==> config.mk <==
export PLATFORM = sky130hd
export DESIGN_NAME = positional_list_store_unit
export DESIGN_NICKNAME = d
export VERILOG_FILES = /design/src/rtl/core/plsu_pkg.sv /design/src/rtl/core/positional_list_store_unit.sv
export SDC_FILE = /design/constraint.sdc
export NUM_CORES = 2
export LEC_CHECK = 0
export BUFFER_PORTS_ARGS = -buffer_cell sky130_fd_sc_hd__buf_2
export CORE_MARGIN = 5
export CORE_UTILIZATION = 55
export CTS_BUF_LIST = sky130_fd_sc_hd__clkbuf_2 sky130_fd_sc_hd__clkbuf_4 sky130_fd_sc_hd__clkbuf_8
export DETAILED_ROUTE_END_ITERATION = 10
export GPL_TIMING_DRIVEN = 0
export PLACE_DENSITY_LB_ADDON = 0.1
export SETUP_SLACK_MARGIN = 0.4
export SLEW_MARGIN = 25
export SYNTH_ARGS = -nofsm -noshare
export SYNTH_HDL_FRONTEND = slang
export SYNTH_SLANG_ARGS = --single-unit
==> constraint.sdc <==
create_clock -name i_clk -period 6 [get_ports i_clk]
set_input_delay 1.2 -clock i_clk [delete_from_list [all_inputs] [get_ports i_clk]]
set_output_delay 1.2 -clock i_clk [all_outputs]
set_load 0.02 [all_outputs]
==> src/rtl/core/plsu_pkg.sv <==
// Package for the positional list store: sizes, request codes and sequencer states.
// No dependencies; used by the core and by its checker.
package plsu_pkg;

    // List capacity and entry width.
    localparam int DEPTH       = 64;
    localparam int ENTRY_BITS  = 32;
    localparam int IDX_BITS    = $clog2(DEPTH);
    localparam int CNT_BITS    = $clog2(DEPTH + 1);

    // Port widths fixed by the interface.
    localparam int ACTION_W    = 2;
    localparam int POSITION_W  = 7;
    localparam int VALUE_W     = 32;
    localparam int COUNT_W     = 7;

    typedef logic [IDX_BITS-1:0]   t_idx;
    typedef logic [CNT_BITS-1:0]   t_cnt;
    typedef logic [ENTRY_BITS-1:0] t_entry;

    // Request codes.
    typedef enum logic [ACTION_W-1:0] {
        ACT_INSERT = 2'd0,
        ACT_REMOVE = 2'd1,
        ACT_READ   = 2'd2,
        ACT_CLEAR  = 2'd3
    } t_action;

    // Sequencer states.
    typedef enum logic [2:0] {
        S_IDLE,
        S_INS_STEP,
        S_INS_MOVE,
        S_FETCH,
        S_FETCHED,
        S_REM_STEP,
        S_REM_MOVE,
        S_DONE
    } t_state;

endpackage

==> src/rtl/core/positional_list_store_unit.sv <==
// Top level of the positional list store: a sequencer around one entry memory.
// Depends on plsu_pkg.
//
//  channel  | valid   | ready   | payload
//  request  | i_valid | o_ready | i_action, i_at_end, i_position, i_value
//  result   | o_valid | i_ready | o_ok, o_value_out, o_entry_count, o_is_empty
//
// One request is worked at a time; the memory has one read and one write port.
// Insert moves count-position entries up and remove moves count-position-1
// entries down; read, clear and any failing request move no entries.
// Every moved entry costs one read and one write on the memory.
// Reset clears the count and the sequencer; memory contents are not cleared.
// A result waits in the output register while the next request is accepted.
module positional_list_store_unit
    import plsu_pkg::*;
(
    input  logic                  i_clk,
    input  logic                  i_rst_n,
    input  logic                  i_valid,
    output logic                  o_ready,
    input  logic [ACTION_W-1:0]   i_action,
    input  logic                  i_at_end,
    input  logic [POSITION_W-1:0] i_position,
    input  logic [VALUE_W-1:0]    i_value,
    output logic                  o_valid,
    input  logic                  i_ready,
    output logic                  o_ok,
    output logic [VALUE_W-1:0]    o_value_out,
    output logic [COUNT_W-1:0]    o_entry_count,
    output logic                  o_is_empty
);

    localparam t_cnt DEPTH_CNT = t_cnt'(DEPTH);

    // Entry memory and its registered read data.
    t_entry mem [DEPTH];
    t_entry r_rdata;
    t_idx   rd_addr;
    logic   we;
    t_idx   wr_addr;
    t_entry wr_data;

    t_state r_state, n_state;
    t_cnt   r_count, n_count;
    t_idx   r_idx, n_idx;
    t_idx   r_pos, n_pos;
    t_entry r_data, n_data;
    logic   r_remove, n_remove;
    logic   r_res_ok, n_res_ok;
    t_entry r_res_val, n_res_val;

    logic               r_o_valid, n_o_valid;
    logic               r_o_ok, n_o_ok;
    logic [VALUE_W-1:0] r_o_val, n_o_val;
    t_cnt               r_o_cnt, n_o_cnt;

    logic [POSITION_W-1:0] ins_pos;
    logic [POSITION_W-1:0] rem_pos;
    t_cnt                  idx_next;
    logic                  accept;

    // Memory write and registered read.
    always_ff @(posedge i_clk) begin
        if (we) begin
            mem[wr_addr] <= wr_data;
        end
        r_rdata <= mem[rd_addr];
    end

    // Control registers.
    always_ff @(posedge i_clk) begin
        if (!i_rst_n) begin
            r_state   <= S_IDLE;
            r_count   <= '0;
            r_o_valid <= 1'b0;
        end else begin
            r_state   <= n_state;
            r_count   <= n_count;
            r_o_valid <= n_o_valid;
        end
    end

    // Work and result payload registers.
    always_ff @(posedge i_clk) begin
        r_idx     <= n_idx;
        r_pos     <= n_pos;
        r_data    <= n_data;
        r_remove  <= n_remove;
        r_res_ok  <= n_res_ok;
        r_res_val <= n_res_val;
        r_o_ok    <= n_o_ok;
        r_o_val   <= n_o_val;
        r_o_cnt   <= n_o_cnt;
    end

    assign accept   = i_valid && o_ready;
    assign ins_pos  = i_at_end ? POSITION_W'(r_count) : i_position;
    assign rem_pos  = i_at_end ? POSITION_W'(r_count - t_cnt'(1)) : i_position;
    assign idx_next = t_cnt'(r_idx) + t_cnt'(1);

    // Sequencer: next state, memory control and result capture.
    always_comb begin
        n_state   = r_state;
        n_count   = r_count;
        n_idx     = r_idx;
        n_pos     = r_pos;
        n_data    = r_data;
        n_remove  = r_remove;
        n_res_ok  = r_res_ok;
        n_res_val = r_res_val;
        n_o_valid = r_o_valid;
        n_o_ok    = r_o_ok;
        n_o_val   = r_o_val;
        n_o_cnt   = r_o_cnt;
        rd_addr   = r_idx;
        we        = 1'b0;
        wr_addr   = r_idx;
        wr_data   = r_rdata;
        o_ready   = (r_state == S_IDLE);

        // The output word leaves when the consumer takes it.
        if (r_o_valid && i_ready) begin
            n_o_valid = 1'b0;
        end

        case (r_state)
            S_IDLE: begin
                if (accept) begin
                    n_res_ok  = 1'b0;
                    n_res_val = '0;
                    n_remove  = 1'b0;
                    n_data    = i_value[ENTRY_BITS-1:0];
                    n_state   = S_DONE;
                    case (t_action'(i_action))
                        ACT_INSERT: begin
                            if (r_count < DEPTH_CNT && ins_pos <= POSITION_W'(r_count)) begin
                                n_pos   = ins_pos[IDX_BITS-1:0];
                                n_idx   = r_count[IDX_BITS-1:0];
                                n_state = S_INS_STEP;
                            end
                        end
                        ACT_REMOVE: begin
                            if (r_count != '0 && rem_pos < POSITION_W'(r_count)) begin
                                n_idx    = rem_pos[IDX_BITS-1:0];
                                n_remove = 1'b1;
                                n_state  = S_FETCH;
                            end
                        end
                        ACT_READ: begin
                            if (i_position < POSITION_W'(r_count)) begin
                                n_idx   = i_position[IDX_BITS-1:0];
                                n_state = S_FETCH;
                            end
                        end
                        ACT_CLEAR: begin
                            n_count  = '0;
                            n_res_ok = 1'b1;
                        end
                        default: begin
                            n_state = S_DONE;
                        end
                    endcase
                end
            end

            // Insert: move entries up one at a time from the tail down.
            S_INS_STEP: begin
                if (r_idx == r_pos) begin
                    we       = 1'b1;
                    wr_data  = r_data;
                    n_count  = r_count + t_cnt'(1);
                    n_res_ok = 1'b1;
                    n_state  = S_DONE;
                end else begin
                    rd_addr = r_idx - t_idx'(1);
                    n_state = S_INS_MOVE;
                end
            end
            S_INS_MOVE: begin
                we      = 1'b1;
                n_idx   = r_idx - t_idx'(1);
                n_state = S_INS_STEP;
            end

            // Read and remove: fetch the addressed entry.
            S_FETCH: begin
                n_state = S_FETCHED;
            end
            S_FETCHED: begin
                n_res_val = r_rdata;
                n_res_ok  = 1'b1;
                n_state   = r_remove ? S_REM_STEP : S_DONE;
            end

            // Remove: close the gap by moving later entries down.
            S_REM_STEP: begin
                if (idx_next >= r_count) begin
                    n_count = r_count - t_cnt'(1);
                    n_state = S_DONE;
                end else begin
                    rd_addr = idx_next[IDX_BITS-1:0];
                    n_state = S_REM_MOVE;
                end
            end
            S_REM_MOVE: begin
                we      = 1'b1;
                n_idx   = idx_next[IDX_BITS-1:0];
                n_state = S_REM_STEP;
            end

            // Hand the result to the output register once it is free.
            S_DONE: begin
                if (!r_o_valid || i_ready) begin
                    n_o_valid = 1'b1;
                    n_o_ok    = r_res_ok;
                    n_o_val   = VALUE_W'(r_res_val);
                    n_o_cnt   = r_count;
                    n_state   = S_IDLE;
                end
            end

            default: begin
                n_state = S_IDLE;
            end
        endcase
    end

    assign o_valid       = r_o_valid;
    assign o_ok          = r_o_ok;
    assign o_value_out   = r_o_val;
    assign o_entry_count = COUNT_W'(r_o_cnt);
    assign o_is_empty    = (r_o_cnt == '0);

endmodule

==> metrics.md <==
| Metric | Value |
|---|---|
| First-pass DRT Iterations | `6` |
| CTS Sinks | `between 2k and 2.5k` |
| Total track usage | `0.352` |
| Crit path max-delay cell type | `clkbuf_1` |
| Vias per cell | `roughly 7` |
| TritonCTS buffer count | `367` |
| Slew headroom | `0.297` |
| Starting density of the core | `0.553` |
| Total number of vias | `51.5k` |
| Critical Path RT | `6.88 ns` |
| Final Util | `0.649` |
| Final hold vios | `0` |
| Area delta synth->final | `17.2%` |
| Number of global-route vias before repair | `49.8k` |
| Crit path cell chain | `buf_6 > and3_1 > clkbuf_2 > and3_1 > xnor2_2 > inv_1 > ha_1 > a211o_1 > o211ai_1 > o311ai_4 > o211ai_2 > clkbuf_1 > clkbuf_1 > and3_1 > a211oi_2 > o21ai_0 > a31oi_1 > a211o_1 > o2bb2ai_2` |
| Post-route DRC | `0` |
| CP Launch Type | `register` |
| Max incr delay on CP | `0.69 ns` |
| First-pass GRT wire length | `a little under 400 mm` |
| Syn. warnings | `0` |
| HPWL after DPL | `197 mm` |
| I/O Buffers | `87` |
| Hold buffers post-CTS | `0` |
| Share of layout cells above drive strength 1 | `0.289` |
| Cell taking the most area after synthesis | `edfxtp_1` |
| CP startpoint | `r_idx[0]$_DFFE_PP_` |
| Top post-synthesis cells by area | `edfxtp_1 (75%), mux4_2 (8.4%), nand2_1 (1.9%)` |
| Antenna violations before repair | `11` |
| I/O pins | `89` |
| R2r startpoint | `r_idx[0]$_DFFE_PP_` |
| Rows | `145` |
| Post-synth ARST share | `0` |
| Final setup violation count | `0` |
| RSZ-0062 raised after global routing | `yes` |
| CTS tree | `built` |
| Max Slew Vio Count | `0` |
| Die Wd | `between 400 and 500 um` |
| Cell Area, Synth | `86,400 um2` |
| Sequential element share of the synthesized area | `0.763` |
| Final Critical Period | `5.70 ns` |
| Clk Latency, worst-skew pair | `about 1.1 ns` |
| Fmax | `roughly 180 MHz` |
| Hold path depth | `1` |
| Root Driver | `clkbuf_8` |
| Cell mode on critical path | `and3_1` |
| R2R depth | `19` |
| Number of DRC markers in iteration 0 | `9,051` |
| Mapped Cells | `4,638` |
| Setup Crit Path Kind | `register to register` |
| Max-cap viol count | `0` |
| FF+latch area | `65,900 um2` |
| Final WS setup | `0.302 ns` |
| Avg Cell Area, Syn | `about 19 um2` |
| Critical Path End Type | `register` |
| Predominant post-synthesis flop cell | `edfxtp_1` |
| Worst IR Drop VDD | `around 0.00031 V` |
| Leading cell type in the layout, fill and taps excluded | `edfxtp_1` |
| GPL Wtd Cong | `about 0.94` |
| Fin area | `around 100,000 um2` |
| Status | `complete, no violations` |
| Routed Antenna Nets | `0` |
| Die area | `165,000 um2` |
| DP Area | `93,300 um2` |
| Fillers | `10.5k` |
| Least-Margin Pin Slew | `1.05 ns` |
| WL per Instance | `38.3 um` |
| Synthesized Nets | `around 4.7k` |
| Worst Skew | `0.0747 ns` |
| Power Density | `513 nW/um2` |
| Crit-path max FO | `10` |
| Yosys top cell area share | `0.753` |
| Total gr overflow | `0` |
| Area of the core | `~160,000 um2` |
| Die height | `406 um` |
| CP endpoint | `r_rdata[11]$_DFF_P_` |
| Multi-input logic area | `approximately 20,000 um2` |
| Most frequent cells in the layout | `edfxtp_1 (2,166), nand2_1 (435), clkbuf_8 (384)` |
| Lkg Pwr | `about 33 nW` |
| Final period utilization | `0.950` |
| Flop2flop setup slack | `just over 0.3 ns` |
| H-tree Lvls | `5` |
| Largest net degree at the start of global routing | `65` |
| Min Hold Slack | `0.335 ns` |
| Total Routed Length | `290 mm` |
| RR Endpoint | `r_rdata[11]$_DFF_P_` |
| CTS clk-pin slew, worst paths | `about 0.06 ns` |
| Synth cell types | `around 90` |
| Place WS | `-1.15 ns` |
| Clock buffer depth | `4` |
| Flops & latches, synth | `2,209` |
| Nets | `5,317` |
| HP Class | `input pin to register` |
| EDFF count, synth | `2,166` |
| Worst EP arrival | `6.58 ns` |
## Yosys cell counts, types with 11 or more instances
cell type and count:
a21oi_1 69, edfxtp_1 2166, a22oi_1 83, mux4_2 321
a211o_1 11, nor4_1 14, o22ai_1 64, nand3_1 103
inv_1 17, a311oi_1 91, a211oi_1 112, buf_4 40
a22o_1 14, xnor2_1 13, o21ai_0 65, mux2_2 45
a221oi_1 15, dfxtp_1 43, nor2_1 128, a21o_1 12
and2_1 36, buf_1 16, ha_1 35, nand4_1 20
o31ai_1 14, buf_6 41, mux2i_1 65, and3_1 116
nand2_1 444, a31oi_1 48, or4_1 12, nor3_1 28
buf_2 78, mux4_1 15, clkbuf_1 100
## worst min path at each step
stage	slack, ns	from	end
2_1_floorplan	0.40	r_res_ok$_SDFFCE_PP1P_	o_ok$_DFFE_PP_
3_3_place_gp	0.40	r_res_val[31]$_SDFFCE_PN0P_	o_value_out[31]$_DFFE_PP_
3_5_place_dp	0.40	r_res_val[0]$_SDFFCE_PN0P_	o_value_out[0]$_DFFE_PP_
4_1_cts	0.26	i_value[28]	r_data[28]$_DFFE_PP_
5_1_grt	0.29	i_value[30]	r_data[30]$_DFFE_PP_
6_report	0.34	i_value[28]	r_data[28]$_DFFE_PP_
## cell type report
cell class,count,area share
clock inverter,116,0.00737
antenna,9,0.000222
timing repair buffer,229,0.0361
buffer,287,0.0205
tap,2058,0.0254
inverter,19,0.000704
multi-input combinational,2123,0.197
sequential,2209,0.651
clock buffer,511,0.0616
## through the flow
stage          instances  setup TNS, ns  total power, mW
2_1_floorplan       4638              0             29.9
3_3_place_gp        6783        -610.29             37.4
3_5_place_dp        6920         -19.08             37.9
4_1_cts             7547              0             51.0
5_1_grt             7556              0             53.1
6_report            7561              0             51.9
## state kept, by name (all words and copies together) (netlist names)
name,count
r_state,3
r_data,32
o_entry_count,7
o_valid,1
r_remove,1
mem,2048
r_res_ok,1
r_rdata,32
r_res_val,32
o_ok,1
o_value_out,32
r_pos,6
r_idx,6
r_count,7
## cell families (layout without fill, tap and decap cells)
kind of cell    count (synthesis)  after routing  share of synthesized area
compound gates                683            683                     0.0575
flops                        2209           2209                      0.763
buf+inv                       306           1162                     0.0211
other cells                     0              9                          0
fa+ha+maj                      35             35                    0.00507
mux                           446            446                      0.102
xor+xnor                       20             20                    0.00203
simple gates                  939            939                     0.0502
## where the power goes
| part | internal, mW | switching (mW) | leakage, nW |
|---|---|---|---|
| logic | 5.85 | 13.4 | 9.71 |
| registers | 19.6 | 0.149 | 19.9 |
| clock network | 7.02 | 5.92 | 3.71 |
## per-layer routing
layer	GRT usage	vias to the layer above	part of all wire
met4	0.207	2	0.074
li1	-	20200	-
met3	0.111	870	0.14
met5	0	-	0.000035
met2	0.518	4065	0.44
met1	0.467	26300	0.35
## repair_timing
action                     in CTS  in global routing
setup endpoints to repair      32                 32
pin swaps                       3                  7
hold endpoints to repair        0                  0
resized for setup             137                146
buffers inserted                0                  5
## critical path, delay by kind of cell (launching register included)
| family | cells | cell delay (ns) |
|---|---|---|
| DFF | 1 | 0.48 |
| buffers and inverters | 5 | 1.62 |
| and+or+nand+nor | 3 | 0.70 |
| AOI/OAI and AO/OA | 9 | 2.38 |
| xor gates and xnor gates | 1 | 0.19 |
| adders and majority gates | 1 | 0.20 |
Power figures use the tool's default switching activity.
